### config.mk
export PLATFORM = sky130hd
export DESIGN_NAME = sha512_fifo
export DESIGN_NICKNAME = d
export VERILOG_FILES = /design/src/rtl/sha512_pkg.sv /design/src/rtl/sha512_fifo.sv
export SDC_FILE = /design/constraint.sdc
export NUM_CORES = 1
export LEC_CHECK = 0
export ABC_AREA = 0
export BUFFER_PORTS_ARGS = -buffer_cell sky130_fd_sc_hd__buf_4
export CORE_MARGIN = 4
export CORE_UTILIZATION = 36
export CTS_CLUSTER_DIAMETER = 50
export DETAILED_ROUTE_END_ITERATION = 10
export PLACE_DENSITY = 0.59
export SLEW_MARGIN = 30
export SYNTH_ARGS = -nofsm -noshare
export SYNTH_HDL_FRONTEND = slang
export SYNTH_SLANG_ARGS = --single-unit
### constraint.sdc
create_clock -name clk -period 2.28 [get_ports clk]
set_clock_uncertainty 0.2 [all_clocks]
set_input_delay 0.114 -clock clk [delete_from_list [all_inputs] [get_ports clk]]
set_output_delay 0.114 -clock clk [all_outputs]
set_load 0.05 [all_outputs]
### src/rtl/sha512_pkg.sv
// ============================================================================
// SHA-512 family package
// Shared types, round constants and initial values for the hash engine.
// ============================================================================
package sha512_pkg;

  localparam int unsigned BLOCK_BYTES = 1024 / 8;
  localparam int unsigned LEN_POS     = 896 / 8;
  localparam logic [7:0]  PAD_BYTE    = 8'h80;

  typedef enum logic [1:0] {
    VAR_SHA512     = 2'd0,
    VAR_SHA384     = 2'd1,
    VAR_SHA512_256 = 2'd2,
    VAR_SHA512_224 = 2'd3
  } variant_t;

  typedef enum logic {
    CMD_ABSORB = 1'b0,
    CMD_FINISH = 1'b1
  } cmd_t;

  // One queued beat between the front end and the core.
  typedef struct packed {
    logic       finish;
    logic [7:0] data;
  } beat_t;

  typedef logic [63:0] word_t;
  typedef word_t [7:0] chain_t;

  function automatic word_t iv_word(input logic [1:0] v, input logic [2:0] i);
    word_t t [0:31];
    t[0]  = 64'h6a09e667f3bcc908; t[1]  = 64'hbb67ae8584caa73b;
    t[2]  = 64'h3c6ef372fe94f82b; t[3]  = 64'ha54ff53a5f1d36f1;
    t[4]  = 64'h510e527fade682d1; t[5]  = 64'h9b05688c2b3e6c1f;
    t[6]  = 64'h1f83d9abfb41bd6b; t[7]  = 64'h5be0cd19137e2179;
    t[8]  = 64'hcbbb9d5dc1059ed8; t[9]  = 64'h629a292a367cd507;
    t[10] = 64'h9159015a3070dd17; t[11] = 64'h152fecd8f70e5939;
    t[12] = 64'h67332667ffc00b31; t[13] = 64'h8eb44a8768581511;
    t[14] = 64'hdb0c2e0d64f98fa7; t[15] = 64'h47b5481dbefa4fa4;
    t[16] = 64'h22312194fc2bf72c; t[17] = 64'h9f555fa3c84c64c2;
    t[18] = 64'h2393b86b6f53b151; t[19] = 64'h963877195940eabd;
    t[20] = 64'h96283ee2a88effe3; t[21] = 64'hbe5e1e2553863992;
    t[22] = 64'h2b0199fc2c85b8aa; t[23] = 64'h0eb72ddc81c52ca2;
    t[24] = 64'h8c3d37c819544da2; t[25] = 64'h73e1996689dcd4d6;
    t[26] = 64'h1dfab7ae32ff9c82; t[27] = 64'h679dd514582f9fcf;
    t[28] = 64'h0f6d2b697bd44da8; t[29] = 64'h77e36f7304c48942;
    t[30] = 64'h3f9d85a86a1d36c8; t[31] = 64'h1112e6ad91d692a1;
    return t[{v, i}];
  endfunction

  function automatic word_t round_k(input logic [6:0] r);
    word_t k;
    case (r)
      7'd0:  k = 64'h428a2f98d728ae22; 7'd1:  k = 64'h7137449123ef65cd;
      7'd2:  k = 64'hb5c0fbcfec4d3b2f; 7'd3:  k = 64'he9b5dba58189dbbc;
      7'd4:  k = 64'h3956c25bf348b538; 7'd5:  k = 64'h59f111f1b605d019;
      7'd6:  k = 64'h923f82a4af194f9b; 7'd7:  k = 64'hab1c5ed5da6d8118;
      7'd8:  k = 64'hd807aa98a3030242; 7'd9:  k = 64'h12835b0145706fbe;
      7'd10: k = 64'h243185be4ee4b28c; 7'd11: k = 64'h550c7dc3d5ffb4e2;
      7'd12: k = 64'h72be5d74f27b896f; 7'd13: k = 64'h80deb1fe3b1696b1;
      7'd14: k = 64'h9bdc06a725c71235; 7'd15: k = 64'hc19bf174cf692694;
      7'd16: k = 64'he49b69c19ef14ad2; 7'd17: k = 64'hefbe4786384f25e3;
      7'd18: k = 64'h0fc19dc68b8cd5b5; 7'd19: k = 64'h240ca1cc77ac9c65;
      7'd20: k = 64'h2de92c6f592b0275; 7'd21: k = 64'h4a7484aa6ea6e483;
      7'd22: k = 64'h5cb0a9dcbd41fbd4; 7'd23: k = 64'h76f988da831153b5;
      7'd24: k = 64'h983e5152ee66dfab; 7'd25: k = 64'ha831c66d2db43210;
      7'd26: k = 64'hb00327c898fb213f; 7'd27: k = 64'hbf597fc7beef0ee4;
      7'd28: k = 64'hc6e00bf33da88fc2; 7'd29: k = 64'hd5a79147930aa725;
      7'd30: k = 64'h06ca6351e003826f; 7'd31: k = 64'h142929670a0e6e70;
      7'd32: k = 64'h27b70a8546d22ffc; 7'd33: k = 64'h2e1b21385c26c926;
      7'd34: k = 64'h4d2c6dfc5ac42aed; 7'd35: k = 64'h53380d139d95b3df;
      7'd36: k = 64'h650a73548baf63de; 7'd37: k = 64'h766a0abb3c77b2a8;
      7'd38: k = 64'h81c2c92e47edaee6; 7'd39: k = 64'h92722c851482353b;
      7'd40: k = 64'ha2bfe8a14cf10364; 7'd41: k = 64'ha81a664bbc423001;
      7'd42: k = 64'hc24b8b70d0f89791; 7'd43: k = 64'hc76c51a30654be30;
      7'd44: k = 64'hd192e819d6ef5218; 7'd45: k = 64'hd69906245565a910;
      7'd46: k = 64'hf40e35855771202a; 7'd47: k = 64'h106aa07032bbd1b8;
      7'd48: k = 64'h19a4c116b8d2d0c8; 7'd49: k = 64'h1e376c085141ab53;
      7'd50: k = 64'h2748774cdf8eeb99; 7'd51: k = 64'h34b0bcb5e19b48a8;
      7'd52: k = 64'h391c0cb3c5c95a63; 7'd53: k = 64'h4ed8aa4ae3418acb;
      7'd54: k = 64'h5b9cca4f7763e373; 7'd55: k = 64'h682e6ff3d6b2b8a3;
      7'd56: k = 64'h748f82ee5defb2fc; 7'd57: k = 64'h78a5636f43172f60;
      7'd58: k = 64'h84c87814a1f0ab72; 7'd59: k = 64'h8cc702081a6439ec;
      7'd60: k = 64'h90befffa23631e28; 7'd61: k = 64'ha4506cebde82bde9;
      7'd62: k = 64'hbef9a3f7b2c67915; 7'd63: k = 64'hc67178f2e372532b;
      7'd64: k = 64'hca273eceea26619c; 7'd65: k = 64'hd186b8c721c0c207;
      7'd66: k = 64'heada7dd6cde0eb1e; 7'd67: k = 64'hf57d4f7fee6ed178;
      7'd68: k = 64'h06f067aa72176fba; 7'd69: k = 64'h0a637dc5a2c898a6;
      7'd70: k = 64'h113f9804bef90dae; 7'd71: k = 64'h1b710b35131c471b;
      7'd72: k = 64'h28db77f523047d84; 7'd73: k = 64'h32caab7b40c72493;
      7'd74: k = 64'h3c9ebe0a15c9bebc; 7'd75: k = 64'h431d67c49c100d4c;
      7'd76: k = 64'h4cc5d4becb3e42b6; 7'd77: k = 64'h597f299cfc657e2a;
      7'd78: k = 64'h5fcb6fab3ad6faec; 7'd79: k = 64'h6c44198c4a475817;
      default: k = '0;
    endcase
    return k;
  endfunction

  function automatic word_t rotr(input word_t x, input int unsigned n);
    return (x >> n) | (x << (64 - n));
  endfunction

endpackage

### src/rtl/sha512_fifo.sv
// ============================================================================
// SHA-512 beat queue
// Small register queue that decouples the input channel from the core.
// ============================================================================
module sha512_fifo #(
  parameter int unsigned DEPTH = 4
) (
  input  logic               clk,
  input  logic               rst_n,
  input  logic               flush,
  input  logic               wr_en,
  input  sha512_pkg::beat_t  wr_data,
  output logic               full,
  input  logic               rd_en,
  output sha512_pkg::beat_t  rd_data,
  output logic               empty
);
  localparam int unsigned AW = (DEPTH > 1) ? $clog2(DEPTH) : 1;

  sha512_pkg::beat_t    mem_r [DEPTH];
  logic [AW-1:0]        wp_r, rp_r;
  logic [AW:0]          cnt_r;

  assign full    = (cnt_r == (AW+1)'(DEPTH));
  assign empty   = (cnt_r == '0);
  assign rd_data = mem_r[rp_r];

  function automatic logic [AW-1:0] inc(input logic [AW-1:0] p);
    return (p == AW'(DEPTH - 1)) ? '0 : p + 1'b1;
  endfunction

  always_ff @(posedge clk) begin
    if (wr_en && !full) begin
      mem_r[wp_r] <= wr_data;
    end
  end

  always_ff @(posedge clk) begin
    if (!rst_n || flush) begin
      wp_r  <= '0;
      rp_r  <= '0;
      cnt_r <= '0;
    end else begin
      if (wr_en && !full) wp_r <= inc(wp_r);
      if (rd_en && !empty) rp_r <= inc(rp_r);
      cnt_r <= cnt_r + (AW+1)'(wr_en && !full) - (AW+1)'(rd_en && !empty);
    end
  end

  assert property (@(posedge clk) disable iff (!rst_n) cnt_r <= (AW+1)'(DEPTH))
    else $error("queue count beyond depth");
  assert property (@(posedge clk) disable iff (!rst_n)
    (full && !rd_en && !flush) |=> full)
    else $error("full queue drained without a read");
  assert property (@(posedge clk) disable iff (!rst_n)
    (empty && !wr_en && !flush) |=> empty)
    else $error("empty queue filled without a write");
endmodule

Word level (Yosys, flattened, before mapping). Memory sizes are Yosys's and may differ from the RTL's. A register that Yosys moved wholly into a read port is not among the register bits. Cells that the tools add are included. Widths: inputs -> output; s select.

Bits in writable memories: 36. Bits in latches: 0. Bits of input ports: 14. Memories kept: 1. Word-level logic and storage cells: 24. ROM bits: 0. Flip-flop bits (word level): 7. Output and inout bits: 11.

Memories: mem_r (words 4, bits a word 9, read ports 1, clocked after Yosys merged registers in 1, write ports 1, RTL line sha512_fifo.sv:20) `sha512_pkg::beat_t mem_r [DEPTH];`.

$lt $le $gt $ge: 0. Multiply operators: 0. Add/subtract/negate cells: 4. Divide/modulo/power cells: 0. Multiplexer cells: 6. Equality and inequality tests: 3. Reductions and logical operators: 7. Shift operators: 0. Bitwise gates (word level): 0.

Operators with widths (number): $mux 2 (4); $add 2x1->2 const B (2); $eq 2x2->1 const B (2); $add 3x1->3 (1); $eq 3x3->1 const B (1); $logic_not 1->1 (3); $logic_not 3->1 (1); $sub 3x1->3 (1); $logic_and 1x1->1 (2); $mux 1 (2); $logic_or 1x1->1 (1).

Logic depth before layout (Yosys ltp).
Depth after elaboration: 5. Gate-level depth with buffers: 11.

Worst setup path after synthesis. Ideal clock, no wire load.

Path kind: register to register. Start point: reg cnt_r[2]. End point: reg cnt_r[2]. Stages on the path, launching flop included: 12. Arrival: 2071 ps. Period minus slack after synthesis: 2387 ps. Buffers on the path: 1. Path slack: -107 ps. Path through: dfxtp_1 > or3b_1 > clkbuf_2 > and2_4 > inv_1 > ha_1 > inv_1 > ha_1 > fa_1 > xnor2_1 > xnor2_1 > nor2_1.

Longest elaborated chain between the ends: 5. Elaborated cells between the ends (all ways): 8. Classes of those cells: add/sub: 2; eq/ne: 1; reduce/logical: 5.

Ends and longest elaborated chain: from (decl) (RTL line sha512_fifo.sv:22) `logic [AW:0] cnt_r;`; from (signal assigned) (RTL line sha512_fifo.sv:46) `cnt_r <= cnt_r + (AW+1)'(wr_en && !full) - (AW+1)'(rd_en && !empty);`; $eq 3x3->1 (RTL line sha512_fifo.sv:24) `assign full = (cnt_r == (AW+1)'(DEPTH));`; $logic_not 1->1 (RTL line sha512_fifo.sv:46); $logic_and 1x1->1 (RTL line sha512_fifo.sv:46); $add 3x1->3 (RTL line sha512_fifo.sv:46); $sub 3x1->3 (*) (RTL line sha512_fifo.sv:46).

Mark *: on every way between the ends. The rest lies on a longest branch, timed or not. A chain may end at the register's enable or synchronous reset.

Worst setup path after layout. Same ends and word-level chain as after synthesis.

==> flow_metrics.py <==
metrics = {
    "sta": {
        "slew-limit-headroom_pct": 69.1,
        "rsz0062_at_grt": "yes",
        "drv_slew": 0,
        "max_freq_mhz": 442,
        "finalSetupViolCount": 0,
        "period_needed_ps": 2260,
        "fin_setup_tns_ps": 0,
        "timing.final.ws_setup_ps": 17.1,
        "final_hold_viol_count": 0,
        "post-route-period-util_pct": 99.3,
        "tightest_slew_ps": 462,
    },
    "logic_synthesis": {
        "synthMostInstantiatedCell": "edfxtp_1",
        "synth_top_area_cell": "edfxtp_1",
        "ys_top_cells_by_area": "edfxtp_1 61%, mux4_2 11%, dfxtp_1 10%",
        "synth_seq_cells": 45,
        "synth_top_area_share_pct": 60.7,
        "ys_async_sr_fraction_pct": 0,
        "synth_warnings": 0,
        "syn_avg_cell_area_um2": 18.0,
        "netlist_area_um2": 1780,
        "synth-seq-area-share_pct": 70.8,
        "ys_top_cells_by_count": "36 x edfxtp_1, 9 x dfxtp_1, 9 x mux4_2",
        "synth.distinct_cells": 25,
        "synth_edf_count": 36,
        "synth_ff_type": "edfxtp_1",
        "synth_nets": 121,
        "syn_inst": 99,
    },
    "drt": {
        "first_iter_violations": 33,
        "route.vias.total": 981,
        "wl_um": 3190,
        "routedWlPerCell_um": 14.8,
        "dr.pass1.iters": 4,
        "routed_via_density": 4.56,
        "route.antenna.remaining_nets": 0,
        "drc_errors": 0,
    },
    "cells_and_area": {
        "area_delta_synth_final_pct": 30.1,
        "instances_no_fill": 215,
        "diodes": 0,
        "final_area_um2": 2320,
        "fillers": 440,
        "layout.nets": 169,
        "drive_above_1_share_pct": 39.9,
    },
    "placed_design": {
        "place_area_um2": 2080,
        "pre_cts_slack_ps": -24.6,
        "dp.cells": 192,
        "hpwl_um": 2170,
        "place.gp.congestion": 0.776,
        "numPortBuffers": 24,
    },
    "clock_network": {
        "clock-sinks": 45,
        "clock-root-buffer": "clkbuf_8",
        "cts_buffers": 5,
        "cts_tree": "built",
        "clkTransAtPathRegs_ps": 80,
        "clk_latency_ps": 290,
        "clk_path_buf_depth": 2,
        "htreeDepth": 2,
    },
    "floorplan": {
        "die_w_um": 78.4,
        "die_area_um2": 6140,
        "core-area_um2": 4750,
        "num_rows": 25,
        "initial_core_util_pct": 37.5,
        "die_h_um": 78.4,
        "io_pins": 25,
    },
    "critical_path": {
        "crit_path_max_fanout": 3,
        "crit_arrival_ps": 2250,
        "cp_slowest_cell": "or3b_4",
        "max_stage_delay_ps": 380,
        "path_buf_inv": 2,
        "path_cells": "or3b_4 > and2_4 > inv_2 > ha_1 > inv_1 > ha_2 > fa_2 > xnor2_2 > xnor2_1 > nor2_1",
        "path_class": "flip-flop to flip-flop",
        "crit_family": "adder cells",
        "endpoint_kind": "flip-flop",
        "r2r_slack_ps": 20,
        "start_kind": "flip-flop",
        "required_ps": 2270,
    },
    "power_and_ir_drop": {
        "leakage_nw": 0.856,
        "p_total_mw": 1.63,
        "ir_worst_vdd_v": 0.000265,
        "power_density_nw_per_um2": 702,
    },
    "flow_run": {
        "drv_cap": 0,
    },
    "global_route": {
        "grt_max_degree": 13,
        "grt_pass1_vias": 1012,
        "grt.overflow.total": 0,
        "antenna_found_initial": 0,
        "grt_pass1_wl_um": 5110,
        "track_usage_pct": 11.4,
    },
    "run_status": {
        "status": "finished, final reports clean",
    },
    "hold_path": {
        "min_path_type": "input pin to flip-flop",
    },
}
-- logic make-up (layout without fill, tap and decap cells) --
| logic type | after synthesis | count (layout) | synth area share [%] |
|---|---|---|---|
| simple gates | 19 | 19 | 6.53 |
| fa+ha+maj | 8 | 8 | 6.04 |
| compound gates | 5 | 5 | 1.83 |
| flops | 45 | 45 | 70.8 |
| mux | 9 | 9 | 11.4 |
| buf+inv | 11 | 60 | 2.46 |
| xor+xnor | 2 | 2 | 0.983 |
-- metal layers --
layer  global-route usage (%)  wire (um)
met5                        0          0
met4                     4.72         51
met3                     4.13        153
met2                     18.7       1650
met1                     13.7       1330
-- state kept, by name, indices dropped and copies added, names as in the netlist, named ones only --
| signal | flops |
|---|---|
| wp_r | 2 |
| rp_r | 2 |
| cnt_r | 3 |
| mem_r | 36 |
-- final cells by class --
cell class	instances	area [um2]	area share (%)
flip-flops and latches	45	1260	54.6
repair buffers	44	363	15.7
clock buffers	8	80.1	3.45
inverters	8	30.0	1.30
multi-input cells	43	497	21.4
well taps	67	83.8	3.62
-- power breakdown --
part	switching [mW]	leakage [nW]	total, mW	internal, mW
logic	0.135	0.412	0.240	0.105
clock network	0.244	0.0395	0.462	0.218
registers	0.0108	0.405	0.925	0.914
-- what timing repair did --
item / CTS / global route
gates resized for setup: 1 / 2
buffers inserted: 1 / 1
hold buffers: 13 / 0
pin swaps: 2 / 0
gates cloned: 0 / 0
endpoints found under the hold margin: 39 / 0
endpoints found under the setup margin: 1 / 2
-- worst register-to-register path: cells and delay by family (launching register included) --
kind,cells,cell delay [ps]
XOR/XNOR,2,310
adder cells (fa/ha/maj),3,620
buffers and inverters,2,80
flip-flops,1,360
AND/OR/NAND/NOR,3,590
-- per-stage QoR --
stage / util, % / hold WS [ps]
3_3_place_gp: 43.8 / 114
4_1_cts: 48.4 / 82.1
2_1_floorplan: - / 12.9
3_5_place_dp: 43.8 / 118
5_1_grt: 48.8 / 77.7
6_report: 48.8 / 83.8
-- path summary, 6_finish.rpt --
path	depth (start not counted)	from	end
max	10	cnt_r[2]$_SDFF_PP0_	cnt_r[2]$_SDFF_PP0_
min	5	rd_en	flip-flop
max reg2reg	10	cnt_r[2]$_SDFF_PP0_	cnt_r[2]$_SDFF_PP0_
min reg2reg	2	rp_r[0]$_SDFFE_PP0N_	flip-flop
-- layout by cell type, fill, tap and decap left out, drive strengths merged, types with 2 or more instances in the layout --
cell type and count:
edfxtp 36, buf 31, dlygate4sd3 13, mux4 9
dfxtp 9, inv 8, clkbuf 8, ha 7
and3 4, and2 3, o31ai 3, nor2 2
nand4 2, nand2 2, xnor2 2
Power figures use the tool's default switching activity.
